--- config.mk ---
export PLATFORM = sky130hd
export DESIGN_NAME = tx_opportunity_finder_unit_flat
export DESIGN_NICKNAME = d
export VERILOG_FILES = /design/src/sv/txof_pkg.sv /design/src/sv/txof_if.sv /design/src/sv/txof_ctrl.sv /design/src/sv/txof_div.sv /design/src/sv/txof_dp.sv /design/src/sv/tx_opportunity_finder_unit.sv /design/src/flat_wrapper.sv
export SDC_FILE = /design/constraint.sdc
export NUM_CORES = 2
export LEC_CHECK = 0
export BUFFER_PORTS_ARGS = -buffer_cell sky130_fd_sc_hd__buf_4
export CORE_MARGIN = 4
export CORE_UTILIZATION = 57
export DETAILED_ROUTE_END_ITERATION = 6
export HOLD_SLACK_MARGIN = 0.02
export PLACE_DENSITY = 0.77
export SETUP_SLACK_MARGIN = 0.2
export SLEW_MARGIN = 20
export SYNTH_ARGS = -nofsm -noshare
export SYNTH_HDL_FRONTEND = slang
export SYNTH_SLANG_ARGS = --single-unit
--- constraint.sdc ---
create_clock -name clock -period 17.8 [get_ports clock]
set_clock_uncertainty 0.05 [all_clocks]
set_input_delay 1.78 -clock clock [delete_from_list [all_inputs] [get_ports clock]]
set_output_delay 1.78 -clock clock [all_outputs]
set_load 0.1 [all_outputs]
--- src/sv/txof_pkg.sv ---
// Package: types, codes and constants of the transmit opportunity finder.
package txof_pkg;

   localparam int DEFAULT_UL_ENTRIES = 8;
   localparam int DEFAULT_DL_ENTRIES = 8;
   localparam int CSR_IDX_W = 2;
   localparam int CSR_DATA_W = 32;

   localparam logic [1:0] REQ_ADD = 2'd0;
   localparam logic [1:0] REQ_BEACON = 2'd1;
   localparam logic [1:0] REQ_FIND = 2'd2;
   localparam logic [1:0] REQ_CLOSEST = 2'd3;

   localparam logic [CSR_IDX_W-1:0] CSR_PERIOD = 2'd0;
   localparam logic [CSR_IDX_W-1:0] CSR_VAL_BEACON = 2'd1;
   localparam logic [CSR_IDX_W-1:0] CSR_VAL_NOW = 2'd2;
   localparam logic [CSR_IDX_W-1:0] CSR_TURNAROUND = 2'd3;

   localparam logic [2:0] ST_OK = 3'd0;
   localparam logic [2:0] ST_NONE = 3'd1;
   localparam logic [2:0] ST_OUTSIDE = 3'd2;
   localparam logic [2:0] ST_OVERLAP = 3'd3;
   localparam logic [2:0] ST_FULL = 3'd4;

   typedef struct packed {
      logic [1:0]  req_type;
      logic        direction;
      logic [63:0] time_now;
      logic [63:0] tx_earliest;
      logic [63:0] beacon_time;
      logic [31:0] res_offset;
      logic [31:0] res_length;
   } req_word_type;

   typedef struct packed {
      logic [2:0]  status;
      logic [63:0] tx_time;
      logic [31:0] tx_length;
      logic [63:0] closest_delta;
   } rsp_word_type;

   typedef enum logic [3:0] {
      S_IDLE,
      S_PREP,
      S_WIN,
      S_DIV,
      S_BASE,
      S_SCAN,
      S_ADD,
      S_DONE
   } state_type;

   typedef struct packed {
      logic load;
      logic prep;
      logic win;
      logic div_start;
      logic base;
      logic scan_step;
      logic scan_start;
      logic add_commit;
      logic finish;
   } cmd_type;

   typedef struct packed {
      logic [1:0] req_type;
      logic       div_done;
      logic       scan_done;
   } sts_type;

   function automatic logic [63:0] sat_add(input logic [63:0] a, input logic [63:0] b);
      logic [63:0] s;
      s = a + b;
      if (a[63] == b[63] && s[63] != a[63]) begin
         s = a[63] ? 64'h8000_0000_0000_0000 : 64'h7FFF_FFFF_FFFF_FFFF;
      end
      return s;
   endfunction

   function automatic logic [63:0] sat_sub(input logic [63:0] a, input logic [63:0] b);
      logic [63:0] s;
      s = a - b;
      if (a[63] != b[63] && s[63] != a[63]) begin
         s = a[63] ? 64'h8000_0000_0000_0000 : 64'h7FFF_FFFF_FFFF_FFFF;
      end
      return s;
   endfunction

   function automatic logic [63:0] mag(input logic [63:0] v);
      return v[63] ? (64'd0 - v) : v;
   endfunction

endpackage

--- src/sv/txof_if.sv ---
// Interfaces: request and response channels with valid/ready handshake.
interface txof_req_if;
   logic                  valid;
   logic                  ready;
   txof_pkg::req_word_type data;
   modport source (output valid, output data, input ready);
   modport sink (input valid, input data, output ready);
endinterface

interface txof_rsp_if;
   logic                  valid;
   logic                  ready;
   txof_pkg::rsp_word_type data;
   modport source (output valid, output data, input ready);
   modport sink (input valid, input data, output ready);
endinterface

--- src/sv/txof_ctrl.sv ---
// Controller: sequences one request through the datapath.
module txof_ctrl (
   input  logic                clock,
   input  logic                reset,
   input  logic                req_valid,
   output logic                req_ready,
   output logic                rsp_valid,
   input  logic                rsp_ready,
   input  txof_pkg::sts_type   sts,
   output txof_pkg::cmd_type   cmd
);
   txof_pkg::state_type state_ff, state_in;

   always_ff @(posedge clock) begin
      if (reset) begin
         state_ff <= txof_pkg::S_IDLE;
      end else begin
         state_ff <= state_in;
      end
   end

   always_comb begin
      state_in = state_ff;
      case (state_ff)
         txof_pkg::S_IDLE: begin
            if (req_valid) state_in = txof_pkg::S_PREP;
         end
         txof_pkg::S_PREP: begin
            case (sts.req_type)
               txof_pkg::REQ_ADD: state_in = txof_pkg::S_SCAN;
               txof_pkg::REQ_BEACON: state_in = txof_pkg::S_DONE;
               txof_pkg::REQ_FIND: state_in = txof_pkg::S_WIN;
               default: state_in = txof_pkg::S_SCAN;
            endcase
         end
         txof_pkg::S_WIN: state_in = txof_pkg::S_DIV;
         txof_pkg::S_DIV: begin
            if (sts.div_done) state_in = txof_pkg::S_BASE;
         end
         txof_pkg::S_BASE: state_in = txof_pkg::S_SCAN;
         txof_pkg::S_SCAN: begin
            if (sts.scan_done) begin
               state_in = (sts.req_type == txof_pkg::REQ_ADD) ? txof_pkg::S_ADD
                                                              : txof_pkg::S_DONE;
            end
         end
         txof_pkg::S_ADD: state_in = txof_pkg::S_DONE;
         txof_pkg::S_DONE: begin
            if (rsp_ready) state_in = txof_pkg::S_IDLE;
         end
         default: state_in = txof_pkg::S_IDLE;
      endcase
   end

   always_comb begin
      cmd = '0;
      req_ready = 1'b0;
      rsp_valid = 1'b0;
      case (state_ff)
         txof_pkg::S_IDLE: begin
            req_ready = 1'b1;
            cmd.load = req_valid;
         end
         txof_pkg::S_PREP: begin
            cmd.prep = 1'b1;
            cmd.scan_start = 1'b1;
         end
         txof_pkg::S_WIN: begin
            cmd.win = 1'b1;
            cmd.div_start = 1'b1;
         end
         txof_pkg::S_DIV: ;
         txof_pkg::S_BASE: begin
            cmd.base = 1'b1;
            cmd.scan_start = 1'b1;
         end
         txof_pkg::S_SCAN: cmd.scan_step = 1'b1;
         txof_pkg::S_ADD: cmd.add_commit = 1'b1;
         txof_pkg::S_DONE: begin
            rsp_valid = 1'b1;
            cmd.finish = rsp_ready;
         end
         default: ;
      endcase
   end
endmodule

--- src/sv/txof_div.sv ---
// Divider: restoring 64-by-32 unsigned division, one quotient bit a cycle.
module txof_div (
   input  logic        clock,
   input  logic        reset,
   input  logic        start,
   input  logic [63:0] dividend,
   input  logic [31:0] divisor,
   output logic [31:0] remainder,
   output logic        done
);
   logic [63:0] q_ff, q_in;
   logic [31:0] r_ff, r_in;
   logic [31:0] d_ff, d_in;
   logic [6:0]  cnt_ff, cnt_in;
   logic        busy_ff, busy_in;
   logic [32:0] trial;

   always_comb begin
      q_in = q_ff;
      r_in = r_ff;
      d_in = d_ff;
      cnt_in = cnt_ff;
      busy_in = busy_ff;
      trial = {r_ff, q_ff[63]};
      if (start) begin
         q_in = dividend;
         r_in = '0;
         d_in = divisor;
         cnt_in = 7'd64;
         busy_in = 1'b1;
      end else if (busy_ff) begin
         if (trial >= {1'b0, d_ff}) begin
            r_in = 32'(trial - {1'b0, d_ff});
            q_in = {q_ff[62:0], 1'b1};
         end else begin
            r_in = trial[31:0];
            q_in = {q_ff[62:0], 1'b0};
         end
         cnt_in = cnt_ff - 7'd1;
         if (cnt_ff == 7'd1) busy_in = 1'b0;
      end
   end

   always_ff @(posedge clock) begin
      if (reset) begin
         busy_ff <= 1'b0;
         cnt_ff <= '0;
      end else begin
         busy_ff <= busy_in;
         cnt_ff <= cnt_in;
      end
      q_ff <= q_in;
      r_ff <= r_in;
      d_ff <= d_in;
   end

   assign remainder = r_ff;
   assign done = !busy_ff && !start;
endmodule

--- src/sv/txof_dp.sv ---
// Datapath: resource tables, beacon state, window, walk and closest search.
module txof_dp #(
   parameter int MaxUl = txof_pkg::DEFAULT_UL_ENTRIES,
   parameter int MaxDl = txof_pkg::DEFAULT_DL_ENTRIES
) (
   input  logic                          clock,
   input  logic                          reset,
   input  txof_pkg::req_word_type        req_data,
   input  logic                          csr_we,
   input  logic [txof_pkg::CSR_IDX_W-1:0] csr_idx,
   input  logic [txof_pkg::CSR_DATA_W-1:0] csr_wdata,
   input  txof_pkg::cmd_type             cmd,
   output txof_pkg::sts_type             sts,
   output txof_pkg::rsp_word_type        rsp_data
);
   localparam int UlW = $clog2(MaxUl + 1);
   localparam int DlW = $clog2(MaxDl + 1);
   localparam int CntW = (UlW > DlW) ? UlW : DlW;
   localparam int MaxE = (MaxUl > MaxDl) ? MaxUl : MaxDl;
   localparam int IdxW = (MaxE > 1) ? $clog2(MaxE) : 1;

   logic [31:0] period_ff, vab_ff, van_ff, turn_ff;
   logic [31:0] ul_off_ff [MaxUl];
   logic [31:0] ul_len_ff [MaxUl];
   logic [31:0] dl_off_ff [MaxDl];
   logic [31:0] dl_len_ff [MaxDl];
   logic [UlW-1:0] ul_cnt_ff;
   logic [DlW-1:0] dl_cnt_ff;
   logic [63:0] beacon_ff;
   logic        known_ff;

   txof_pkg::req_word_type rq_ff;
   logic [63:0] early_ff, late_ff, base_ff, best_ff;
   logic [CntW-1:0] idx_ff;
   logic [1:0]  pass_ff;
   logic        done_ff, found_ff;
   logic [2:0]  status_ff;
   logic [63:0] tx_time_ff, delta_ff;
   logic [31:0] tx_len_ff;

   logic [31:0] per_eff;
   logic        use_dl;
   logic [CntW-1:0] count;
   logic [CntW-1:0] cap;
   logic [31:0] e_off, e_len;
   logic [IdxW-1:0] rd_idx;
   logic [31:0] div_r;
   logic        div_done;
   logic [63:0] l1, l2, earliest_c, d_c, a_c;
   logic [32:0] end_sum;

   assign per_eff = (period_ff == 32'd0) ? 32'd1 : period_ff;
   assign use_dl = rq_ff.direction && (rq_ff.req_type != txof_pkg::REQ_CLOSEST);
   assign count = use_dl ? CntW'(dl_cnt_ff) : CntW'(ul_cnt_ff);
   assign cap = use_dl ? CntW'(MaxDl) : CntW'(MaxUl);
   assign rd_idx = idx_ff[IdxW-1:0];

   always_comb begin
      e_off = '0;
      e_len = '0;
      if (use_dl) begin
         if (32'(rd_idx) < 32'(MaxDl)) begin
            e_off = dl_off_ff[rd_idx];
            e_len = dl_len_ff[rd_idx];
         end
      end else if (32'(rd_idx) < 32'(MaxUl)) begin
         e_off = ul_off_ff[rd_idx];
         e_len = ul_len_ff[rd_idx];
      end
   end

   txof_div u_div (
      .clock     (clock),
      .reset     (reset),
      .start     (cmd.div_start),
      .dividend  (rq_ff.tx_earliest - beacon_ff),
      .divisor   (per_eff),
      .remainder (div_r),
      .done      (div_done)
   );

   assign l1 = txof_pkg::sat_add(beacon_ff, {32'd0, vab_ff});
   assign l2 = txof_pkg::sat_add(rq_ff.time_now, {32'd0, van_ff});
   assign earliest_c = ($signed(rq_ff.tx_earliest) >
                        $signed(txof_pkg::sat_add(rq_ff.time_now, {32'd0, turn_ff})))
                       ? rq_ff.tx_earliest
                       : txof_pkg::sat_add(rq_ff.time_now, {32'd0, turn_ff});
   assign d_c = txof_pkg::sat_add(base_ff, {32'd0, e_off});
   assign a_c = txof_pkg::sat_sub(rq_ff.time_now, d_c);
   assign end_sum = {1'b0, rq_ff.res_offset} + {1'b0, rq_ff.res_length};

   always_ff @(posedge clock) begin
      if (reset) begin
         period_ff <= 32'd1;
         vab_ff <= '0;
         van_ff <= '0;
         turn_ff <= '0;
         ul_cnt_ff <= '0;
         dl_cnt_ff <= '0;
         beacon_ff <= '0;
         known_ff <= 1'b0;
         done_ff <= 1'b0;
      end else begin
         if (csr_we) begin
            case (csr_idx)
               txof_pkg::CSR_PERIOD: period_ff <= csr_wdata;
               txof_pkg::CSR_VAL_BEACON: vab_ff <= csr_wdata;
               txof_pkg::CSR_VAL_NOW: van_ff <= csr_wdata;
               txof_pkg::CSR_TURNAROUND: turn_ff <= csr_wdata;
               default: ;
            endcase
         end
         if (cmd.prep && rq_ff.req_type == txof_pkg::REQ_BEACON) begin
            beacon_ff <= rq_ff.beacon_time;
            known_ff <= 1'b1;
         end
         if (cmd.add_commit && status_ff == txof_pkg::ST_OK) begin
            if (rq_ff.direction) dl_cnt_ff <= dl_cnt_ff + DlW'(1);
            else ul_cnt_ff <= ul_cnt_ff + UlW'(1);
         end
         if (cmd.scan_start) done_ff <= 1'b0;
         else if (cmd.scan_step) begin
            if (rq_ff.req_type == txof_pkg::REQ_ADD) begin
               if (status_ff != txof_pkg::ST_OK || idx_ff >= count || idx_ff >= cap)
                  done_ff <= 1'b1;
            end else if (rq_ff.req_type == txof_pkg::REQ_CLOSEST) begin
               if (idx_ff + CntW'(1) >= count || done_ff) done_ff <= 1'b1;
            end else begin
               if (done_ff || count == '0) done_ff <= 1'b1;
               else if ($signed(rq_ff.tx_earliest) <= $signed(d_c) &&
                        $signed(d_c) < $signed(late_ff)) done_ff <= 1'b1;
               else if ($signed(late_ff) <= $signed(d_c)) done_ff <= 1'b1;
               else if (idx_ff + CntW'(1) >= count && pass_ff == 2'd2) done_ff <= 1'b1;
            end
         end
      end

      if (cmd.add_commit && status_ff == txof_pkg::ST_OK) begin
         if (rq_ff.direction) begin
            dl_off_ff[IdxW'(dl_cnt_ff)] <= rq_ff.res_offset;
            dl_len_ff[IdxW'(dl_cnt_ff)] <= rq_ff.res_length;
         end else begin
            ul_off_ff[IdxW'(ul_cnt_ff)] <= rq_ff.res_offset;
            ul_len_ff[IdxW'(ul_cnt_ff)] <= rq_ff.res_length;
         end
      end

      if (cmd.load) rq_ff <= req_data;

      if (cmd.prep) begin
         idx_ff <= '0;
         pass_ff <= '0;
         found_ff <= 1'b0;
         tx_time_ff <= '0;
         tx_len_ff <= '0;
         delta_ff <= '0;
         base_ff <= beacon_ff;
         status_ff <= txof_pkg::ST_NONE;
         case (rq_ff.req_type)
            txof_pkg::REQ_ADD: begin
               if (rq_ff.res_length == 32'd0 || end_sum - 33'd1 >= {1'b0, per_eff})
                  status_ff <= txof_pkg::ST_OUTSIDE;
               else status_ff <= txof_pkg::ST_OK;
            end
            txof_pkg::REQ_BEACON: status_ff <= txof_pkg::ST_OK;
            txof_pkg::REQ_CLOSEST: begin
               if (!known_ff || ul_cnt_ff == '0) begin
                  status_ff <= txof_pkg::ST_NONE;
                  idx_ff <= CntW'(MaxE);
               end else status_ff <= txof_pkg::ST_OK;
            end
            default: ;
         endcase
         rq_ff.tx_earliest <= earliest_c;
      end

      if (cmd.win) begin
         late_ff <= rq_ff.direction
                    ? txof_pkg::sat_add(beacon_ff, {32'd0, per_eff})
                    : (($signed(l1) < $signed(l2)) ? l1 : l2);
         early_ff <= rq_ff.tx_earliest;
      end

      if (cmd.base) begin
         if ($signed(early_ff) > $signed(beacon_ff))
            base_ff <= early_ff - {32'd0, div_r};
         if (!known_ff || $signed(early_ff) > $signed(late_ff)) pass_ff <= 2'd3;
      end

      if (cmd.scan_step && !done_ff) begin
         case (rq_ff.req_type)
            txof_pkg::REQ_ADD: begin
               if (status_ff == txof_pkg::ST_OK) begin
                  if (idx_ff < count && idx_ff < cap) begin
                     if ({1'b0, rq_ff.res_offset} < {1'b0, e_off} + {1'b0, e_len} &&
                         {1'b0, e_off} < end_sum)
                        status_ff <= txof_pkg::ST_OVERLAP;
                     idx_ff <= idx_ff + CntW'(1);
                  end else if (count >= cap) status_ff <= txof_pkg::ST_FULL;
               end
            end
            txof_pkg::REQ_CLOSEST: begin
               if (idx_ff < count) begin
                  if (idx_ff == '0 || txof_pkg::mag(a_c) < best_ff) begin
                     best_ff <= txof_pkg::mag(a_c);
                     delta_ff <= a_c;
                  end
                  idx_ff <= idx_ff + CntW'(1);
               end
            end
            default: begin
               if (pass_ff != 2'd3 && count != '0) begin
                  if ($signed(rq_ff.tx_earliest) <= $signed(d_c) &&
                      $signed(d_c) < $signed(late_ff)) begin
                     found_ff <= 1'b1;
                     tx_time_ff <= d_c;
                     tx_len_ff <= e_len;
                     status_ff <= txof_pkg::ST_OK;
                  end else if (idx_ff + CntW'(1) >= count) begin
                     idx_ff <= '0;
                     pass_ff <= pass_ff + 2'd1;
                     base_ff <= txof_pkg::sat_add(base_ff, {32'd0, per_eff});
                  end else idx_ff <= idx_ff + CntW'(1);
               end
            end
         endcase
      end
   end

   assign sts.req_type = rq_ff.req_type;
   assign sts.div_done = div_done;
   assign sts.scan_done = done_ff || (rq_ff.req_type == txof_pkg::REQ_FIND &&
                                      (pass_ff == 2'd3 || count == '0));

   always_comb begin
      rsp_data.status = status_ff;
      rsp_data.tx_time = '0;
      rsp_data.tx_length = '0;
      rsp_data.closest_delta = '0;
      if (rq_ff.req_type == txof_pkg::REQ_FIND && found_ff) begin
         rsp_data.tx_time = tx_time_ff;
         rsp_data.tx_length = tx_len_ff;
      end
      if (rq_ff.req_type == txof_pkg::REQ_CLOSEST && status_ff == txof_pkg::ST_OK)
         rsp_data.closest_delta = delta_ff;
   end
endmodule

--- src/sv/tx_opportunity_finder_unit.sv ---
// Top level: transmit opportunity finder with request/response channels.
// One request is handled at a time. Add requests scan the table selected
// by direction and closest requests the uplink table, one entry per cycle.
// A find request runs a bit-serial 64-by-32 divider to locate the
// period boundary, then walks the table one entry per cycle for up to
// three periods. The response is held until taken; the next request
// is accepted after that.
module tx_opportunity_finder_unit #(
   parameter int MAX_UL_ENTRIES = txof_pkg::DEFAULT_UL_ENTRIES,
   parameter int MAX_DL_ENTRIES = txof_pkg::DEFAULT_DL_ENTRIES
) (
   input  logic                            clock,
   input  logic                            reset,
   txof_req_if.sink                        req,
   txof_rsp_if.source                      rsp,
   input  logic                            csr_we,
   input  logic [txof_pkg::CSR_IDX_W-1:0]  csr_idx,
   input  logic [txof_pkg::CSR_DATA_W-1:0] csr_wdata
);
   txof_pkg::cmd_type cmd;
   txof_pkg::sts_type sts;

   txof_ctrl u_ctrl (
      .clock     (clock),
      .reset     (reset),
      .req_valid (req.valid),
      .req_ready (req.ready),
      .rsp_valid (rsp.valid),
      .rsp_ready (rsp.ready),
      .sts       (sts),
      .cmd       (cmd)
   );

   txof_dp #(
      .MaxUl (MAX_UL_ENTRIES),
      .MaxDl (MAX_DL_ENTRIES)
   ) u_dp (
      .clock     (clock),
      .reset     (reset),
      .req_data  (req.data),
      .csr_we    (csr_we),
      .csr_idx   (csr_idx),
      .csr_wdata (csr_wdata),
      .cmd       (cmd),
      .sts       (sts),
      .rsp_data  (rsp.data)
   );
endmodule
--- src/flat_wrapper.sv ---
// flat-port wrapper written by rule: the top's interface ports become plain ports
module tx_opportunity_finder_unit_flat 
#(
   parameter int MAX_UL_ENTRIES = txof_pkg::DEFAULT_UL_ENTRIES,
   parameter int MAX_DL_ENTRIES = txof_pkg::DEFAULT_DL_ENTRIES
)
  (clock, reset, csr_we, csr_idx, csr_wdata, req_valid, req_data, req_ready, rsp_valid, rsp_data, rsp_ready);
  txof_req_if req_i ();
  txof_rsp_if rsp_i ();
  input  logic clock;
  input  logic reset;
  input  logic csr_we;
  input  logic [txof_pkg::CSR_IDX_W-1:0] csr_idx;
  input  logic [txof_pkg::CSR_DATA_W-1:0] csr_wdata;
  input wire logic [$bits(req_i.valid)-1:0] req_valid;
  input wire logic [$bits(req_i.data)-1:0] req_data;
  output wire logic [$bits(req_i.ready)-1:0] req_ready;
  output wire logic [$bits(rsp_i.valid)-1:0] rsp_valid;
  output wire logic [$bits(rsp_i.data)-1:0] rsp_data;
  input wire logic [$bits(rsp_i.ready)-1:0] rsp_ready;
  assign req_i.valid = req_valid;
  assign req_i.data = req_data;
  assign req_ready = req_i.ready;
  assign rsp_valid = rsp_i.valid;
  assign rsp_data = rsp_i.data;
  assign rsp_i.ready = rsp_ready;
  tx_opportunity_finder_unit #(.MAX_UL_ENTRIES(MAX_UL_ENTRIES), .MAX_DL_ENTRIES(MAX_DL_ENTRIES)) u_core (.clock(clock), .reset(reset), .req(req_i), .rsp(rsp_i), .csr_we(csr_we), .csr_idx(csr_idx), .csr_wdata(csr_wdata));
endmodule
==> metrics.md <==
| Metric | Value |
|---|---|
| Max Freq | `between 0.05 and 0.06 GHz` |
| Worst R2R Start | `u_core.u_dp.sts[3]` |
| Sw Ratio | `42.9%` |
| NumNets Final | `around 13000` |
| Min-Delay Path Depth | `2` |
| CTS HTree Levels | `4` |
| Setup violators final | `0` |
| Sequential-to-total area share from yosys stat | `roughly 47%` |
| Fin. Hold Viols | `0` |
| Hold_ws | `0.403 ns` |
| Full die area | `219000 um^2` |
| Worst Setup SP | `u_core.u_dp.sts[3]` |
| DRT antenna net count | `0` |
| Placeable Area | `210000 um^2` |
| PortBufs | `462` |
| Seq pwr share | `30.1%` |
| Number of CTS-inserted buffers | `212` |
| Post-DP Area | `127000 um^2` |
| RSZ-0062 raised after global routing | `false` |
| Largest net degree at the start of global routing | `146` |
| CTS sink cnt | `2050` |
| Switching power | `8.87 mW` |
| Tightest Hold Check Type | `flop to flop` |
| Clock Power Share | `roughly a quarter` |
| Avg Cell Area, Syn | `approximately 11 um^2` |
| Vias per cell | `6.73` |
| Placed cells | `14300` |
| DRC Markers | `0` |
| Hold_sp | `u_core.u_dp.delta_ff[38]` |
| Global-route usage over all layers | `42.5%` |
| CP Max Fanout | `36` |
| Gate power share | `46.3%` |
| Crit path capture type | `flop` |
| CP Launch Type | `flop` |
| Iter 0 DRT Violations | `about 12000` |
| Cells after Synth | `11400` |
| Ys flop type | `edfxtp_1` |
| Reg2reg setup slack | `1.04 ns` |
| Total Negative Setup Slacks | `0 ns` |
| Final std cells w/o fill | `14700` |
| Final Wtd Congestion | `around 1.1` |
| LEAKAGE | `52.5 nW` |
| Crit-path slowest cell | `mux4_2` |
| Slew Limit Fails | `0` |
| Detailed-placement wirelength estimate | `342000 um` |
| Yosys reg bits | `2050` |
| Power Density | `~150 nW/um^2` |
| DR pass1 iterations | `6` |
| Global-route wire length before repair | `~670000 um` |
| Pre-CTS WS | `between 0.7 and 0.8 ns` |
| Fin util | `64.4%` |
| Fin area | `about 140000 um^2` |
| Core Rows | `between 150 and 200` |
| Area delta synth->final | `12.1%` |
| Int Power | `around 12 mW` |
| Max-cap violations | `0` |
| Die H | `468 um` |
| CTS clock-pin slew for the worst setup and hold paths | `0.06 ns` |
| Total congestion overflow | `0` |
| Synth Net Count | `12600` |
| Asr flop ratio synth | `0%` |
| Maximum clock path buffer count | `3` |
| CTS tree | `done` |
| Synth warn | `0` |
| WL/cell | `32.4 um` |
| Vias in the first global route | `96600` |
| Root buf cell | `clkbuf_16` |
| Via count | `99000` |
| Final setup margin | `about 1.0 ns` |
| CP arrival | `approximately 17 ns` |
| Die extent in x | `468 um` |
| Clk_lat worst skew | `0.95 ns` |
| Netlist cell types | `120` |
| Number of enable flip-flop cells after synthesis | `roughly 1600` |
| Crit share post-route | `94.1%` |
| Reg2Reg Depth | `70` |
| Initial antenna violation count | `40` |
| Post-Route WL | `476000 um` |
| Slew Limit Headroom | `14.3%` |
| Total power | `20.7 mW` |
| Status | `finished clean` |
| Peak VDD IR | `0.168 mV` |
| Cell area after synthesis | `121000 um^2` |
| Shortest period the worst path allows | `16.76 ns` |
| I/O pin cnt | `between 400 and 500` |
| Worst endpoint required time | `approximately 18 ns` |
| WS Path Type | `flop to flop` |
| Worst path max stage delay | `approximately 0.64 ns` |
| Worst Tran Pin Value | `1.25 ns` |
| Share of cells above drive strength 1 | `between 10% and 20%` |
| Crit-path most repeated cell | `a21oi_1` |
| Initial cell density of the core | `57.4%` |
[critical path, delay by kind of cell (launching register included)]
family	cells	cell delay, ns
xor+xnor	2	0.48
compound gates	36	8.05
flops	1	0.44
buf+inv	4	0.84
simple gates	20	3.63
mux	2	1.00
fa+ha+maj	6	2.03
[path summary, 6_finish.rpt]
path | to
worst max-delay path | u_core.u_dp.delta_ff[12]
worst min-delay path | u_core.u_dp.delta_ff[38]
worst max register to register | u_core.u_dp.delta_ff[12]
worst min register to register | u_core.u_dp.delta_ff[38]
[power by group through the flow]
stage / logic (mW) / registers, mW / clock network [mW]
floorplan: 6.32 / 5.96 / 0
global route: 10.3 / 6.22 / 5.09
finish: 9.56 / 6.23 / 4.87
CTS: 9.32 / 6.20 / 4.88
global placement: 9.07 / 6.29 / 0
detailed placement: 9.19 / 6.30 / 0
[kinds of logic after synthesis]
logic type                 synth area share [%]
and+or+nand+nor                            14.1
AOI/OAI and AO/OA                          13.6
DFF                                        47.1
buffers and inverters                      3.42
adders and majority gates                  10.4
xor gates and xnor gates                   4.40
muxes                                      6.88
[repair_timing]
item | in CTS | in global routing
endpoints found under the setup margin | 0 | 128
hold buffers | 0 | 0
setup buffers | 0 | 18
resized for setup | 0 | 10
[cell usage in the layout, fill, tap and decap left out, types with 93 or more instances in the layout]
cell / count
and3_1: 236
mux4_2: 320
a211oi_1: 93
buf_4: 643
clkbuf_16: 216
o21ai_0: 583
inv_1: 542
nand4_1: 186
nand2b_1: 195
xnor2_1: 424
mux2i_1: 95
ha_1: 976
nor3_1: 228
nand3_1: 294
nor2b_1: 162
a21oi_1: 981
nand2_1: 1202
a21o_1: 280
nor2_1: 676
xor2_1: 176
dfxtp_1: 473
a31oi_1: 102
edfxtp_1: 1572
[state kept, by name, summed over array words and instances, names as in the netlist, 64 cells and up]
signal	count
u_core.u_dp.rq_ff	257
u_core.u_dp.tx_time_ff	64
u_core.u_dp.early_ff	64
u_core.u_dp.dl_len_ff	256
u_core.u_dp.base_ff	64
u_core.u_dp.best_ff	64
u_core.u_dp.u_div.q_ff	64
u_core.u_dp.beacon_ff	64
u_core.u_dp.late_ff	64
u_core.u_dp.ul_len_ff	256
u_core.u_dp.ul_off_ff	256
u_core.u_dp.dl_off_ff	256
u_core.u_dp.delta_ff	64
[synthesized netlist by cell type (95+ instances only)]
library cell	n	area share (%)
mux2i_1	95	0.79
ha_1	978	10
inv_1	543	1.7
o21ai_0	587	2.4
edfxtp_1	1572	39
nor3_1	236	0.98
nor2_1	692	2.2
mux4_2	320	6.0
dfxtp_1	478	7.9
clkbuf_1	446	1.4
a31oi_1	102	0.53
nor2b_1	162	0.84
a21oi_1	982	4.1
xor2_1	179	1.3
and3_1	236	1.2
nand4_1	186	0.96
nand2b_1	198	1.0
a211oi_1	96	0.60
nand3_1	296	1.2
nand2_1	1204	3.7
xnor2_1	425	3.1
a21o_1	281	1.7
[layout make-up]
type	instances	area [um^2]
diodes	19	47.5
clock buffers	251	5680
clock inverters	151	1910
fillers	15800	74800
inverters	543	2040
multi-input cells	8218	60000
flip-flops and latches	2050	56800
well taps	2805	3510
repair buffers	663	5210
[layer usage]
metal	share of wire, %	global-route usage (%)	vias up
met2	47	69.4	6493
met1	33	47.6	47600
met4	11	37.0	16
met3	9.1	8.65	1980
met5	0.023	0	-
li1	-	-	42800
Power figures use the tool's default switching activity.
